## config.mk

```make
export PLATFORM = sky130hd
export DESIGN_NAME = line_follower_lane_controller
export DESIGN_NICKNAME = d
export VERILOG_FILES = /design/src/hw/rtl/lflc_pkg.sv /design/src/hw/rtl/lflc_core.sv /design/src/hw/rtl/line_follower_lane_controller.sv
export SDC_FILE = /design/constraint.sdc
export NUM_CORES = 1
export LEC_CHECK = 0
export BUFFER_PORTS_ARGS = -buffer_cell sky130_fd_sc_hd__buf_2
export CAP_MARGIN = 20
export CORE_MARGIN = 3
export CORE_UTILIZATION = 55
export CTS_CLUSTER_SIZE = 12
export DETAILED_ROUTE_END_ITERATION = 10
export MAX_ROUTING_LAYER = met4
export PLACE_DENSITY = 0.74
export SLEW_MARGIN = 20
export SYNTH_ARGS = -nofsm -noshare
export SYNTH_HDL_FRONTEND = slang
export SYNTH_HIERARCHICAL = 1
export SYNTH_SLANG_ARGS = --single-unit
```

## constraint.sdc

```tcl
create_clock -name clk -period 9.8 [get_ports clk]
set_input_delay 2.94 -clock clk [delete_from_list [all_inputs] [get_ports clk]]
set_output_delay 2.94 -clock clk [all_outputs]
set_load 0.03 [all_outputs]
```

## src/hw/rtl/lflc_pkg.sv

```systemverilog
`default_nettype none

package lflc_pkg;

    // Mode codes, as reported on mode_now
    localparam logic [2:0] MODE_START    = 3'd0;
    localparam logic [2:0] MODE_LEFT     = 3'd1;
    localparam logic [2:0] MODE_RIGHT    = 3'd2;
    localparam logic [2:0] MODE_STRAIGHT = 3'd3;
    localparam logic [2:0] MODE_LANE     = 3'd4;
    localparam logic [2:0] MODE_SIGNAL   = 3'd5;

    // H-bridge pattern: in11 and in22 high
    localparam logic [3:0] BRIDGE_FWD = 4'b1001;
    localparam logic [3:0] BRIDGE_OFF = 4'b0000;

    // Register indexes on the config port
    localparam logic [2:0] REG_SPEED_STRAIGHT = 3'd0;
    localparam logic [2:0] REG_SPEED_INNER    = 3'd1;
    localparam logic [2:0] REG_SPEED_OUTER    = 3'd2;
    localparam logic [2:0] REG_LANE_TICKS     = 3'd3;
    localparam logic [2:0] REG_BEEP_HALF      = 3'd4;
    localparam logic [2:0] REG_BEEP_COUNT     = 3'd5;

    // Duty scaling
    localparam int         DUTY_SCALE = 65536;
    localparam int         PCT_FULL   = 100;
    localparam int         DUTY_MAX   = 65535;
    localparam logic [6:0] PCT_LIMIT  = 7'd100;

    typedef struct packed {
        logic [6:0]  speed_straight;
        logic [6:0]  speed_inner;
        logic [6:0]  speed_outer;
        logic [15:0] lane_change_ticks;
        logic [15:0] beep_half_ticks;
        logic [7:0]  beep_count;
    } cfg_t;

    // Result item; right_duty lands in the low bits
    typedef struct packed {
        logic [2:0]  mode_now;
        logic        buzzer_on;
        logic        led_two;
        logic        led_one;
        logic [3:0]  bridge_pins;
        logic [15:0] left_duty;
        logic [15:0] right_duty;
    } result_t;

    localparam int RESULT_W = $bits(result_t);
    localparam int OUT_TDATA_W = ((RESULT_W + 7) / 8) * 8;

    typedef logic [15:0] duty_lut_t [0:127];

    // Percent to compare value, worked out at elaboration
    function automatic duty_lut_t build_duty_lut();
        duty_lut_t lut;
        longint    v;
        for (int i = 0; i < 128; i++)
        begin
            v = (longint'(i) * DUTY_SCALE) / PCT_FULL;
            if (v > DUTY_MAX)
            begin
                v = DUTY_MAX;
            end
            lut[i] = 16'(v);
        end
        return lut;
    endfunction

    localparam duty_lut_t DUTY_LUT = build_duty_lut();

endpackage

`default_nettype wire

```

## src/hw/rtl/lflc_core.sv

```systemverilog
`default_nettype none

module lflc_core (
    input  wire logic             clk,
    input  wire logic             rst_n,
    input  wire logic             accept,
    input  wire logic             floor_right,
    input  wire logic             floor_left,
    input  wire logic             bin_right,
    input  wire logic             bin_left,
    input  wire lflc_pkg::cfg_t   cfg,
    output lflc_pkg::result_t     result
);

    logic [2:0]  mode_reg,  mode_next;
    logic [15:0] lane_reg,  lane_next;
    logic [15:0] phase_reg, phase_next;
    logic [8:0]  beeps_reg, beeps_next;
    logic [15:0] right_reg, right_next;
    logic [15:0] left_reg,  left_next;
    logic [3:0]  bridge_reg, bridge_next;
    logic [2:0]  ind_reg,   ind_next;   // bit0 LED1, bit1 LED2, bit2 buzzer

    logic        both_on, both_off, trig, enter_sig;
    logic [2:0]  mode_cur;
    logic [15:0] phase_cur, phase_inc, lane_inc;
    logic [8:0]  beeps_cur, beeps_inc, halves;
    logic [15:0] lane_lim, half_lim;
    logic [7:0]  count_eff;
    logic [6:0]  rpct, lpct;
    logic        rset, lset;

    assign both_on  = !floor_right && !floor_left;
    assign both_off = floor_right && floor_left;
    assign trig     = !bin_right || !bin_left;

    // A bin sensor pulls the machine into the signal sequence at once
    assign enter_sig = (mode_reg != lflc_pkg::MODE_SIGNAL) && trig;
    assign mode_cur  = enter_sig ? lflc_pkg::MODE_SIGNAL : mode_reg;
    assign phase_cur = enter_sig ? 16'd0 : phase_reg;
    assign beeps_cur = enter_sig ? 9'd0 : beeps_reg;

    // Zero counts behave as one
    assign lane_lim  = (cfg.lane_change_ticks == 16'd0) ? 16'd1 : cfg.lane_change_ticks;
    assign half_lim  = (cfg.beep_half_ticks == 16'd0) ? 16'd1 : cfg.beep_half_ticks;
    assign count_eff = (cfg.beep_count == 8'd0) ? 8'd1 : cfg.beep_count;
    assign halves    = {count_eff, 1'b0};

    assign lane_inc  = lane_reg + 16'd1;
    assign phase_inc = phase_cur + 16'd1;
    assign beeps_inc = beeps_cur + 9'd1;

    // Mode behavior
    always_comb
    begin
        mode_next   = mode_cur;
        lane_next   = lane_reg;
        phase_next  = phase_cur;
        beeps_next  = beeps_cur;
        bridge_next = bridge_reg;
        ind_next    = ind_reg;
        rpct        = cfg.speed_straight;
        lpct        = cfg.speed_straight;
        rset        = 1'b0;
        lset        = 1'b0;
        case (mode_cur)
            lflc_pkg::MODE_START:
            begin
                rset        = 1'b1;
                lset        = 1'b1;
                bridge_next = lflc_pkg::BRIDGE_FWD;
                if (both_on)
                begin
                    mode_next = lflc_pkg::MODE_STRAIGHT;
                end
            end
            lflc_pkg::MODE_LEFT, lflc_pkg::MODE_RIGHT:
            begin
                rset = 1'b1;
                lset = 1'b1;
                if (mode_cur == lflc_pkg::MODE_LEFT)
                begin
                    rpct = cfg.speed_inner;
                    lpct = cfg.speed_outer;
                end
                else
                begin
                    rpct = cfg.speed_outer;
                    lpct = cfg.speed_inner;
                end
                if (both_on)
                begin
                    mode_next = lflc_pkg::MODE_STRAIGHT;
                end
                else if (both_off)
                begin
                    mode_next = lflc_pkg::MODE_LANE;
                end
            end
            lflc_pkg::MODE_STRAIGHT:
            begin
                rset        = 1'b1;
                lset        = 1'b1;
                bridge_next = lflc_pkg::BRIDGE_FWD;
                if (floor_right)
                begin
                    mode_next = lflc_pkg::MODE_LEFT;
                end
                else if (floor_left)
                begin
                    mode_next = lflc_pkg::MODE_RIGHT;
                end
            end
            lflc_pkg::MODE_LANE:
            begin
                rpct = cfg.speed_inner;
                lpct = cfg.speed_outer;
                if (lane_inc >= lane_lim)
                begin
                    lane_next = 16'd0;
                    rset      = 1'b1;
                    lset      = 1'b1;
                    if (both_on)
                    begin
                        mode_next = lflc_pkg::MODE_STRAIGHT;
                    end
                end
                else
                begin
                    lane_next = lane_inc;
                end
            end
            default:
            begin
                // Signal: odd half beeps light LED2 only
                bridge_next = lflc_pkg::BRIDGE_OFF;
                ind_next    = beeps_cur[0] ? 3'b010 : 3'b101;
                if (phase_inc >= half_lim)
                begin
                    phase_next = 16'd0;
                    if (beeps_inc >= halves)
                    begin
                        beeps_next = 9'd0;
                        mode_next  = lflc_pkg::MODE_STRAIGHT;
                    end
                    else
                    begin
                        beeps_next = beeps_inc;
                    end
                end
                else
                begin
                    phase_next = phase_inc;
                end
            end
        endcase
    end

    // Duty update; a percent over the limit leaves the register alone
    assign right_next = (rset && (rpct <= lflc_pkg::PCT_LIMIT)) ?
                        lflc_pkg::DUTY_LUT[rpct] : right_reg;
    assign left_next  = (lset && (lpct <= lflc_pkg::PCT_LIMIT)) ?
                        lflc_pkg::DUTY_LUT[lpct] : left_reg;

    always_ff @(posedge clk or negedge rst_n)
    begin
        if (!rst_n)
        begin
            mode_reg   <= lflc_pkg::MODE_START;
            lane_reg   <= 16'd0;
            phase_reg  <= 16'd0;
            beeps_reg  <= 9'd0;
            right_reg  <= 16'd0;
            left_reg   <= 16'd0;
            bridge_reg <= lflc_pkg::BRIDGE_OFF;
            ind_reg    <= 3'd0;
        end
        else if (accept)
        begin
            mode_reg   <= mode_next;
            lane_reg   <= lane_next;
            phase_reg  <= phase_next;
            beeps_reg  <= beeps_next;
            right_reg  <= right_next;
            left_reg   <= left_next;
            bridge_reg <= bridge_next;
            ind_reg    <= ind_next;
        end
    end

    // Result of this beat: state after the update, mode that ran
    always_comb
    begin
        result.mode_now    = mode_cur;
        result.buzzer_on   = ind_next[2];
        result.led_two     = ind_next[1];
        result.led_one     = ind_next[0];
        result.bridge_pins = bridge_next;
        result.left_duty   = left_next;
        result.right_duty  = right_next;
    end

endmodule

`default_nettype wire

```

## src/hw/rtl/line_follower_lane_controller.sv

```systemverilog
`default_nettype none

// Channel  Dir  Beat fields
// s_*      in   s_tdata[3:0]: floor_right, floor_left, bin_right, bin_left
// m_*      out  m_tdata[41:0]: right_duty, left_duty, bridge_pins, led_one,
//                             led_two, buzzer_on, mode_now
// APB      in   six registers at byte addresses 0x00..0x14
//
// One beat per clock in and one result beat per clock out while m_tready stays high;
// the whole tick is evaluated between the state registers and the output register.
// Results pass through an output register backed by a one-entry skid, so an
// input beat is still taken while one result waits.
// s_tready drops only while the skid holds a result.
// Reset puts the controller in start mode with duties, pins and LEDs at zero.

module line_follower_lane_controller (
    input  wire logic        clk,
    input  wire logic        rst_n,
    input  wire logic        s_tvalid,
    output logic             s_tready,
    input  wire logic [7:0]  s_tdata,   // floor_right, floor_left, bin_right, bin_left
    output logic             m_tvalid,
    input  wire logic        m_tready,
    output logic [47:0]      m_tdata,   // right_duty, left_duty, bridge_pins, led_one,
                                        // led_two, buzzer_on, mode_now
    input  wire logic        psel,
    input  wire logic        penable,
    input  wire logic        pwrite,
    input  wire logic [4:0]  paddr,
    input  wire logic [31:0] pwdata,
    output logic [31:0]      prdata,
    output logic             pready
);

    lflc_pkg::cfg_t    cfg_reg;
    lflc_pkg::result_t result;
    lflc_pkg::result_t out_data_reg, skid_data_reg;
    logic              out_valid_reg, skid_valid_reg;
    logic              in_accept, out_pop, cfg_write;
    logic [2:0]        reg_idx;

    assign pready    = 1'b1;
    assign cfg_write = psel && penable && pwrite && pready;
    assign reg_idx   = paddr[4:2];

    // Config registers
    always_ff @(posedge clk or negedge rst_n)
    begin
        if (!rst_n)
        begin
            cfg_reg.speed_straight    <= 7'd70;
            cfg_reg.speed_inner       <= 7'd65;
            cfg_reg.speed_outer       <= 7'd75;
            cfg_reg.lane_change_ticks <= 16'd15000;
            cfg_reg.beep_half_ticks   <= 16'd500;
            cfg_reg.beep_count        <= 8'd10;
        end
        else if (cfg_write)
        begin
            case (reg_idx)
                lflc_pkg::REG_SPEED_STRAIGHT: cfg_reg.speed_straight    <= pwdata[6:0];
                lflc_pkg::REG_SPEED_INNER:    cfg_reg.speed_inner       <= pwdata[6:0];
                lflc_pkg::REG_SPEED_OUTER:    cfg_reg.speed_outer       <= pwdata[6:0];
                lflc_pkg::REG_LANE_TICKS:     cfg_reg.lane_change_ticks <= pwdata[15:0];
                lflc_pkg::REG_BEEP_HALF:      cfg_reg.beep_half_ticks   <= pwdata[15:0];
                lflc_pkg::REG_BEEP_COUNT:     cfg_reg.beep_count        <= pwdata[7:0];
                default: ;
            endcase
        end
    end

    // Register readback
    always_comb
    begin
        case (reg_idx)
            lflc_pkg::REG_SPEED_STRAIGHT: prdata = {25'd0, cfg_reg.speed_straight};
            lflc_pkg::REG_SPEED_INNER:    prdata = {25'd0, cfg_reg.speed_inner};
            lflc_pkg::REG_SPEED_OUTER:    prdata = {25'd0, cfg_reg.speed_outer};
            lflc_pkg::REG_LANE_TICKS:     prdata = {16'd0, cfg_reg.lane_change_ticks};
            lflc_pkg::REG_BEEP_HALF:      prdata = {16'd0, cfg_reg.beep_half_ticks};
            lflc_pkg::REG_BEEP_COUNT:     prdata = {24'd0, cfg_reg.beep_count};
            default:                      prdata = 32'd0;
        endcase
    end

    assign s_tready  = !skid_valid_reg;
    assign in_accept = s_tvalid && s_tready;
    assign out_pop   = out_valid_reg && m_tready;

    lflc_core u_core (
        .clk         (clk),
        .rst_n       (rst_n),
        .accept      (in_accept),
        .floor_right (s_tdata[0]),
        .floor_left  (s_tdata[1]),
        .bin_right   (s_tdata[2]),
        .bin_left    (s_tdata[3]),
        .cfg         (cfg_reg),
        .result      (result)
    );

    // Output register with skid entry
    always_ff @(posedge clk or negedge rst_n)
    begin
        if (!rst_n)
        begin
            out_valid_reg  <= 1'b0;
            skid_valid_reg <= 1'b0;
        end
        else if (out_pop)
        begin
            if (skid_valid_reg)
            begin
                skid_valid_reg <= 1'b0;
            end
            else
            begin
                out_valid_reg <= in_accept;
            end
        end
        else if (in_accept)
        begin
            if (out_valid_reg)
            begin
                skid_valid_reg <= 1'b1;
            end
            else
            begin
                out_valid_reg <= 1'b1;
            end
        end
    end

    always_ff @(posedge clk)
    begin
        if (out_pop)
        begin
            if (skid_valid_reg)
            begin
                out_data_reg <= skid_data_reg;
            end
            else if (in_accept)
            begin
                out_data_reg <= result;
            end
        end
        else if (in_accept)
        begin
            if (out_valid_reg)
            begin
                skid_data_reg <= result;
            end
            else
            begin
                out_data_reg <= result;
            end
        end
    end

    assign m_tvalid = out_valid_reg;
    assign m_tdata  = {(lflc_pkg::OUT_TDATA_W - lflc_pkg::RESULT_W)'(0), out_data_reg};

`ifndef SYNTH
    // The skid never holds a beat while the output register is empty
    a_skid_behind_out: assert property (@(posedge clk) disable iff (!rst_n)
        skid_valid_reg |-> out_valid_reg)
        else $error("skid holds a beat with output register empty");

    // A beat taken while the output is stalled goes into the skid
    a_stall_fills_skid: assert property (@(posedge clk) disable iff (!rst_n)
        (in_accept && out_valid_reg && !m_tready) |=> skid_valid_reg)
        else $error("beat accepted under stall was not parked");

    // A waiting result keeps its value
    a_out_hold: assert property (@(posedge clk) disable iff (!rst_n)
        (m_tvalid && !m_tready) |=> (m_tvalid && $stable(m_tdata)))
        else $error("stalled result changed");

    // Output drains from the skid once the output moves
    a_skid_drains: assert property (@(posedge clk) disable iff (!rst_n)
        (out_pop && skid_valid_reg) |=> (out_valid_reg && !skid_valid_reg))
        else $error("skid did not move to output");
`endif

endmodule

`default_nettype wire

```

==> results of run 1 <==
[worst register-to-register path: cells and delay by family, from the launching register on]
family,cells,cell delay [ns]
adders and majority gates,1,0.71
xor gates and xnor gates,2,0.83
muxes,2,0.47
DFF,1,0.71
AOI/OAI and AO/OA,5,2.94
[report_power, final]
group	switching, mW	total, mW	internal, mW
Sequential	0.158	1.46	1.31
Clock	0.390	0.991	0.601
Combinational	1.55	2.36	0.813
[layer usage]
layer	routed length [um]	vias to the layer above	track usage [%]
li1	-	6599	-
met1	19900	7042	39.5
met2	21000	726	42.9
met3	4090	74	4.56
met4	903	0	5.40
met5	0	-	-
[area by class of cell]
| class | instances | area (sq um) | area share (%) |
|---|---|---|---|
| diodes | 2 | 5.00 | 0.0278 |
| inverters | 66 | 248 | 1.38 |
| flip-flops and latches | 230 | 6210 | 34.4 |
| clock buffers | 39 | 741 | 4.11 |
| repair buffers | 118 | 689 | 3.83 |
| multi-input cells | 1315 | 9520 | 52.8 |
| clock inverters | 8 | 125 | 0.694 |
| well taps | 390 | 488 | 2.71 |
[worst max path at each step]
stage | end | slack [ns] | cells after the start | startpoint
2_1_floorplan | u_core/beeps_reg[2]$_DFFE_PN0P_ | 2.45 | 23 | s_tdata[3]
3_3_place_gp | u_core/beeps_reg[2]$_DFFE_PN0P_ | 1.90 | 21 | s_tdata[3]
3_5_place_dp | u_core/beeps_reg[3]$_DFFE_PN0P_ | 1.69 | 21 | s_tdata[3]
4_1_cts | prdata[15] | 2.07 | 5 | paddr[2]
5_1_grt | u_core/beeps_reg[3]$_DFFE_PN0P_ | 1.58 | 21 | s_tdata[3]
6_report | prdata[10] | 2.05 | 5 | paddr[2]
[stage by stage]
stage	power, mW	hold WS, ns	utilization [%]	instance area [sq um]
2_1_floorplan	3.18	0.448	-	16800
3_3_place_gp	3.70	0.459	57.5	17100
3_5_place_dp	3.76	0.466	57.5	17100
4_1_cts	4.77	0.480	60.4	18000
5_1_grt	5.09	0.506	60.5	18000
6_report	4.82	0.479	60.5	18000
[layout by cell type, fill, tap and decap left out, drive strengths merged, types with 14 or more instances in the layout]
cell type	count
a31oi	23
and2	14
xor2	21
nor2	122
o22ai	16
dfrtp	122
a221oi	26
o31ai	19
buf	118
and3	25
mux2	154
edfxtp	84
conb	23
a21o	14
a211oi	24
dfstp	24
nand3	57
ha	71
clkbuf	39
o21ai	95
xnor2	21
nand2b	17
nand2	150
nor3	36
a21oi	77
o211ai	30
nand4	17
inv	65
mux2i	39
[logic make-up after synthesis]
kind of cell             after synthesis  synth area share [%]
AO/OA/AOI/OAI                        506                  21.9
AND/OR/NAND/NOR                      478                  13.8
flip-flops                           230                  37.2
adder cells (fa/ha/maj)               72                  5.38
buffers and inverters                231                  6.46
multiplexers                         194                  13.0
XOR/XNOR                              42                  2.20
other                                  2                0.0450
==> results.yml, run 1 <==
run_status:
  outcome: "finished, final reports clean"
clock_tree:
  post-cts-setup-buffer-count: 0
  htree_levels: 1
  cts_buffers: 26
  cts_num_sinks: 230
  cts_resized: 0
  cts_tree: "built"
  clkTransAtPathRegs_ns: 0.06
  root_buffer: "clkbuf_16"
  clk_path_buf_depth: 3
  postCtsHoldBufs: 0
  clock_latency_ns: 0.54
routing:
  drtIter0Drc: 1865
  via_per_inst: 6.66
  drc: 0
  routedWlPerCell_um: 21.1
  dr.pass1.iters: 6
  ant_nets: 0
  vias: 14400
  drt-total-wl_um: 45800
die:
  die_area_sq_um: 32500
  die_x_um: 180
  die_h_um: 180
  core.rowCount: 63
  ios: 135
  start_util_pct: 56.0
  coreArea_sq_um: 29800
layout:
  finalNetCount: 1880
  largest_register_ffs: 61
  final_cells: 2168
  fillers: 2497
  area.growth.synth_to_final_pct: 7.99
  drive_gt1_share_pct: 20.6
power_and_ir_drop:
  pwr_density_cell_nw_per_um2: 267
  vdd_drop_max_uv: 149
  p_leak_nw: 7.50
yosys:
  ys.flop_type: "dfrtp_1"
  yosysMostFrequentCell: "nand2_1"
  ys_seq_area_share_pct: 37.2
  yosys_register_bits: 230
  synth_top_area_share_pct: 18.3
  ys_types: 97
  synth_top_cell_by_area: "dfrtp_1"
  synth_area_sq_um: 16700
  synth-edff-count: 84
  async_flop_share_pct: 63.5
  avgSynthCellArea_sq_um: 9.51
  netlist_instances: 1755
  yosysWarnings: 6
  synth_top_cells_by_area: "dfrtp_1 (18%), edfxtp_1 (15%), mux2_2 (9.8%)"
  synth_common_cells: "nand2_1 (149), mux2_2 (145), dfrtp_1 (122)"
sta:
  clock_skew_ns: 0.0238
  hold_violations: 0
  period_share_pct: 79.1
  grt_setup_unrepaired: "no"
  fin_crit_ns: 7.75
  slew_headroom_pct: 29.5
  final-max-slew-violation-count: 0
  clock.fmax_mhz: 129
  tns_ns: 0
  fin_ws_ns: 2.05
  tightestPinTransition_ns: 1.05
  setup_viol: 0
global_route:
  grt_use_total_pct: 27.9
  grt_overflow: 0
  grt_pass1_vias: 13700
  grt_max_degree: 85
  antenna_found_initial: 2
  grt_pass1_wl_um: 74500
critical_path:
  reg2regPathDepth: 10
  crit_path_frequent_cell: "buf_2"
  cp-end-kind: "primary output"
  cpLargestDelayFamily: "simple AND/OR/NAND/NOR gates"
  r2r_slack_ns: 4.01
  required_ns: 6.86
  r2r_end: "m_tdata[26]$_DFFE_PP_"
  slowest_delay_ns: 0.59
  r2r_start: "u_core/mode_reg[0]$_DFFE_PN0P_"
  crit_arrival_ns: 4.81
  worstSetupPathType: "in -> out"
  critPathLaunchType: "input pin"
  slowest_stage: "nor2_1"
  cp.buffers_inverters: 2
  cp_cell_sequence: "buf_2 -> nand2b_1 -> nor2_1 -> a22o_1 -> buf_2"
  critPathMaxFanout: 24
job:
  drv_cap: 0
place:
  io_buffers: 89
  dp.cells: 2118
  dp_hpwl_um: 30500
  gp_congestion: 0.975
  place_ws_ns: 1.69
min_path:
  min_path_type: "reg -> reg"
  hp-start: "u_core/left_reg[9]$_DFFE_PN0P_"
  holdPathEnd: "u_core/left_reg[9]$_DFFE_PN0P_"
  hold_path_depth: 2
No activity file was read; power rests on OpenSTA's default activity.
==> run 2: changes to the inputs <==
Clock period 9.8 ns to 7.2 ns, I/O delays scaled along.
==> run 2 against run 1 <==
First-iteration DRC count increased by 3.9%. Clock power up 18%. Register-to-register slack got worse by 2.3 ns. Sequential share of layout area is essentially flat. Worst hold slack better by 0.0029 ns. Cell count is 0.65% higher. Die area did not move.
==> results.yml, run 2 (synthesis results as in run 1) <==
run_status:
  outcome: "finished, final reports clean"
sta:
  setup_viol: 0
  grt_setup_unrepaired: "no"
  clock.fmax_mhz: 158
  hold_violations: 0
  final-max-slew-violation-count: 0
  tightestPinTransition_ns: 1.08
  slew_headroom_pct: 28.0
  tns_ns: 0
  fin_crit_ns: 6.33
  period_share_pct: 88.0
  clock_skew_ns: 0.0310
clock_tree:
  cts_tree: "built"
  postCtsHoldBufs: 0
  cts_resized: 0
  root_buffer: "clkbuf_16"
  clkTransAtPathRegs_ns: 0.06
  post-cts-setup-buffer-count: 0
  clock_latency_ns: 0.54
  cts_num_sinks: 230
  cts_buffers: 25
  htree_levels: 1
  clk_path_buf_depth: 3
place:
  io_buffers: 89
  dp_hpwl_um: 31400
  gp_congestion: 0.976
  postPlaceCellArea_sq_um: 17300
global_route:
  grt_pass1_wl_um: 74000
  antenna_found_initial: 2
  grt_max_degree: 92
  grt_use_total_pct: 27.9
  grt_pass1_vias: 13800
  grt_overflow: 0
die:
  die_x_um: 180
  die_h_um: 180
  die_area_sq_um: 32500
  coreArea_sq_um: 29800
  start_util_pct: 56.0
  ios: 135
  core.rowCount: 63
power_and_ir_drop:
  switching_share_pct: 44.2
  power_mw: 6.44
  seqPwrFrac_pct: 30.9
  pwr-share-comb_pct: 50.9
  p_int_mw: 3.59
  p_leak_nw: 7.52
  switchingPower_mw: 2.85
  pwr_density_cell_nw_per_um2: 357
  p_clk_share_pct: 18.2
  vdd_drop_max_uv: 200
routing:
  vias: 14600
  via_per_inst: 6.69
  routedWlPerCell_um: 21.1
  dr.pass1.iters: 6
  drt-total-wl_um: 46000
  drc: 0
  drtIter0Drc: 1937
  ant_nets: 0
critical_path:
  crit_arrival_ns: 6.75
  critPathMaxFanout: 14
  reg2regPathDepth: 20
  cp-end-kind: "flip-flop"
  r2r_start: "u_core/mode_reg[2]$_DFFE_PN0P_"
  r2r_end: "u_core/beeps_reg[2]$_DFFE_PN0P_"
  required_ns: 7.62
  worstSetupPathType: "in -> reg"
  r2r_slack_ns: 1.70
  critPathLaunchType: "input pin"
min_path:
  holdPathEnd: "u_core/left_reg[9]$_DFFE_PN0P_"
  hold_path_depth: 2
  min_path_type: "reg -> reg"
  hp-start: "u_core/left_reg[9]$_DFFE_PN0P_"
job:
  drv_cap: 0
layout:
  fillers: 2500
  area.growth.synth_to_final_pct: 8.05
  finalNetCount: 1897
  design_area_sq_um: 18000
  final_cell_mix: "nand2_1 (149), mux2_2 (145), dfrtp_1 (122)"
  largest_register_ffs: 61
  drive_gt1_share_pct: 21.1
  layout_commonest_cell: "nand2_1"
## run 2: changes by cell type in the layout (fill, tap and decap cells not counted), sizes merged
cell / previous run / this run
buf: 118 / 136
clkinv: 6 / 5
bufinv: 3 / 0
inv: 65 / 64
clkbuf: 39 / 40
## run 2: power by group through the flow
| stage | Combinational [mW] | Sequential [mW] | Clock [mW] |
|---|---|---|---|
| 6_report | 3.28 | 1.99 | 1.17 |
| 3_3_place_gp | 3.11 | 1.99 | 0 |
| 5_1_grt | 3.53 | 2.03 | 1.25 |
| 4_1_cts | 3.18 | 1.99 | 1.19 |
| 3_5_place_dp | 3.16 | 2.01 | 0 |
| 2_1_floorplan | 2.17 | 2.16 | 0 |
## run 2: final cells by class
type	instances	area [sq um]	area share, %
multi-input cells	1315	9520	52.8
flip-flops and latches	230	6210	34.4
repair buffers	136	837	4.64
clock buffers	40	702	3.89
well taps	390	488	2.71
inverters	66	248	1.37
clock inverters	3	18.8	0.104
diodes	2	5.00	0.0278
## run 2: worst max-delay path, cell delays in order
cell and delay (ns):
buf_2 0.10, and2_1 0.15, a21o_1 0.41, and2_1 0.26, ha_1 0.23, nand3_1 0.10, nor2_1 0.27, nand3_1 0.12
nor3_1 0.26, nand3_1 0.12, xor2_1 0.19, nor2_1 0.06, ha_1 0.31, nand4_1 0.10, nor2_1 0.19, a221oi_1 0.11
o21ai_0 0.11, a31oi_1 0.16, nor3_1 0.86, nand2_1 0.17, o311ai_0 0.30
## run 2: metrics by stage
stage / worst slack, ns / util (%) / hold slack, ns / cells
CTS: 0.906 / 60.4 / 0.482 / 2179
finish: 0.867 / 60.5 / 0.482 / 2182
global placement: 0.542 / 57.9 / 0.459 / 2136
global route: 0.369 / 60.5 / 0.505 / 2182
floorplan: 0.628 / - / 0.448 / 1776
detailed placement: 0.359 / 57.9 / 0.469 / 2136
## run 2: how the worst max path moves through the flow
stage,startpoint,to,slack [ns],cells after the start
floorplan,s_tdata[3],u_core/beeps_reg[2]$_DFFE_PN0P_,0.63,23
global placement,s_tdata[3],u_core/beeps_reg[2]$_DFFE_PN0P_,0.54,21
detailed placement,s_tdata[3],u_core/beeps_reg[2]$_DFFE_PN0P_,0.36,21
CTS,s_tdata[3],u_core/beeps_reg[2]$_DFFE_PN0P_,0.91,21
global route,s_tdata[2],u_core/beeps_reg[2]$_DFFE_PN0P_,0.37,21
finish,s_tdata[3],u_core/beeps_reg[2]$_DFFE_PN0P_,0.87,21
## run 2: metal layers
| metal | share of wire [%] | routed length (um) | vias up | track usage (%) |
|---|---|---|---|---|
| li1 | - | - | 6638 | - |
| met1 | 43 | 19600 | 7033 | 38.9 |
| met2 | 45 | 20600 | 798 | 42.4 |
| met3 | 9.8 | 4520 | 118 | 4.95 |
| met4 | 2.8 | 1270 | 0 | 7.43 |
| met5 | 0 | 0 | - | - |
==> run 3: changes to the inputs <==
Settings changed: ABC_AREA set to 1.
==> run 3 against run 2 <==
Maximum frequency up 9.0%. Sequential cell count unchanged. Non-clock buffer count is 29 lower. Design area decreased by 0.40%. Global-route usage is 0.56 points higher. Combinational power shrank 58%. Largest cell class unchanged. Cell count is 27% higher. Critical endpoint is now prdata[8]. Critical path depth shrank 16. Worst hold slack got worse by 0.011 ns.
==> results.yml, run 3 <==
run_status:
  outcome: "finished, final reports clean"
yosys:
  synth_common_cells: "nand2_1 (772), nand3_1 (289), inv_1 (198)"
  ys.flop_type: "dfrtp_1"
  synth_area_sq_um: 16700
  yosysMostFrequentCell: "nand2_1"
  yosys_register_bits: 230
  synth_top_area_share_pct: 18.3
  synth_top_cell_by_area: "dfrtp_1"
  yosysWarnings: 6
  synth-edff-count: 84
  ys_seq_area_share_pct: 37.2
  netlist_instances: 2331
  synth_top_cells_by_area: "dfrtp_1 (18%), nand2_1 (17%), edfxtp_1 (15%)"
  async_flop_share_pct: 63.5
  ys_types: 56
  avgSynthCellArea_sq_um: 7.16
power_and_ir_drop:
  pwr_density_cell_nw_per_um2: 231
  vdd_drop_max_uv: 203
  p_leak_nw: 9.05
critical_path:
  required_ns: 5.04
  slowest_delay_ns: 0.42
  setup.worst_path.start: "paddr[2]"
  crit_arrival_ns: 3.65
  crit_path_frequent_cell: "buf_2"
  cpLargestDelayFamily: "simple AND/OR/NAND/NOR gates"
  critPathMaxFanout: 20
  cp.buffers_inverters: 2
  worst-path-stages: 5
  worstSetupPathType: "in -> out"
  cp_cell_sequence: "buf_2 -> nor2_4 -> nand2_2 -> o22ai_1 -> buf_2"
  critPathLaunchType: "input pin"
  cp-end-kind: "primary output"
  slowest_stage: "nor2_4"
  reg2regPathDepth: 22
  r2r_start: "u_core/lane_reg[2]$_DFFE_PN0P_"
job:
  drv_cap: 0
clock_tree:
  cts_tree: "built"
  clkTransAtPathRegs_ns: 0.06
  clk_path_buf_depth: 3
  cts_num_sinks: 230
  post-cts-setup-buffer-count: 0
  cts_buffers: 25
  cts_resized: 0
  root_buffer: "clkbuf_16"
  htree_levels: 1
  postCtsHoldBufs: 0
  clock_latency_ns: 0.53
min_path:
  hp-start: "u_core/left_reg[0]$_DFFE_PN0P_"
  min_path_type: "reg -> reg"
  hold_path_depth: 2
die:
  die_h_um: 180
  start_util_pct: 56.0
  coreArea_sq_um: 29800
  ios: 135
  die_area_sq_um: 32500
  die_x_um: 180
  core.rowCount: 63
global_route:
  grt_pass1_vias: 14800
  antenna_found_initial: 0
  grt_overflow: 0
  grt_max_degree: 94
  grt_use_total_pct: 28.5
  grt_pass1_wl_um: 76100
sta:
  final-max-slew-violation-count: 0
  hold_violations: 0
  fin_ws_ns: 1.39
  grt_setup_unrepaired: "no"
  period_share_pct: 80.7
  tns_ns: 0
  fin_crit_ns: 5.81
  holdWs_ns: 0.471
  slew_headroom_pct: 32.0
  setup_viol: 0
  clock_skew_ns: 0.0313
  tightestPinTransition_ns: 1.02
  clock.fmax_mhz: 172
routing:
  drt-total-wl_um: 46000
  ant_nets: 0
  vias: 15800
  via_per_inst: 5.69
  dr.pass1.iters: 6
  drc: 0
  drtIter0Drc: 1611
  routedWlPerCell_um: 16.6
layout:
  final_util_pct: 60.3
  layout_commonest_cell: "nand2_1"
  final_cells: 2773
  largest_register_ffs: 61
  area.growth.synth_to_final_pct: 7.56
  finalNetCount: 2488
  fillers: 2801
  drive_gt1_share_pct: 11.7
  final_cell_mix: "nand2_1 (772), nand3_1 (289), inv_1 (197)"
  num_antenna_cells: 0
place:
  dp_hpwl_um: 32500
  gp_congestion: 0.972
  place_ws_ns: 1.08
  dp.cells: 2727
  io_buffers: 89
[run 3: cells by family (layout without fill, tap and decap cells)]
family / count (synthesis) / in the layout / share of synthesized area, %
AOI/OAI and AO/OA: 324 / 324 / 10.7
xor gates and xnor gates: 26 / 26 / 1.36
adders and majority gates: 71 / 71 / 5.32
buffers and inverters: 351 / 382 / 9.50
DFF: 230 / 230 / 37.2
other: 2 / 23 / 0.0450
and+or+nand+nor: 1327 / 1327 / 35.9
[run 3: final cells by class]
cell class | instances | area [sq um] | share of cell area (%)
multi-input cells | 1771 | 9000 | 50.1
flip-flops and latches | 230 | 6210 | 34.6
inverters | 230 | 876 | 4.88
clock buffers | 42 | 719 | 4.01
repair buffers | 107 | 599 | 3.34
well taps | 390 | 488 | 2.72
clock inverters | 3 | 67.6 | 0.376
[run 3: report_power, final]
group,internal [mW],switching (mW),leakage [nW],total [mW]
clock,0.746,0.502,0.375,1.25
sequential,1.44,0.0821,2.51,1.53
combinational,0.405,0.970,6.16,1.38
total,2.59,1.55,9.05,4.15
[run 3: path summary, 6_finish.rpt]
kind / end / slack (ns)
hold reg to reg: u_core/left_reg[0]$_DFFE_PN0P_ / 0.47
setup / recovery: prdata[8] / 1.39
min in group asynchronous: cfg_reg[0]$_DFFE_PN0P_ / 1.66
setup reg to reg: m_tdata[6]$_DFFE_PP_ / 2.06
max in group asynchronous: u_core/lane_reg[11]$_DFFE_PN0P_ / 4.31
hold / removal: u_core/left_reg[0]$_DFFE_PN0P_ / 0.47
[run 3: layer usage]
metal,vias up,track usage (%),wire length (um)
met4,0,8.50,1390
met1,7313,39.8,20400
li1,7707,-,-
met2,672,44.1,20800
met5,-,-,0
met3,90,3.11,3440
[run 3: through the flow]
step | total power, mW | area [sq um]
detailed placement | 2.89 | 17100
global route | 4.41 | 18000
CTS | 4.14 | 17900
floorplan | 2.55 | 16800
global placement | 2.87 | 17100
finish | 4.15 | 18000
[run 3: worst reg2reg max path, stage by stage, from the launching register on]
cell      delay (ns)
dfrtp_1         0.39
inv_1           0.07
nor3_1          0.28
nand3_1         0.16
nand3b_1        0.21
nor2_1          0.15
nand4_1         0.13
nor3_1          0.27
nand3_1         0.16
xor2_1          0.19
ha_1            0.35
a21oi_1         0.15
o21ai_0         0.10
a21oi_1         0.14
nand3_1         0.30
o21ai_0         0.71
a21oi_2         0.18
buf_4           0.23
buf_4           0.17
or2_1           0.23
and2_1          0.19
nand2_1         0.08
nand2_1         0.05
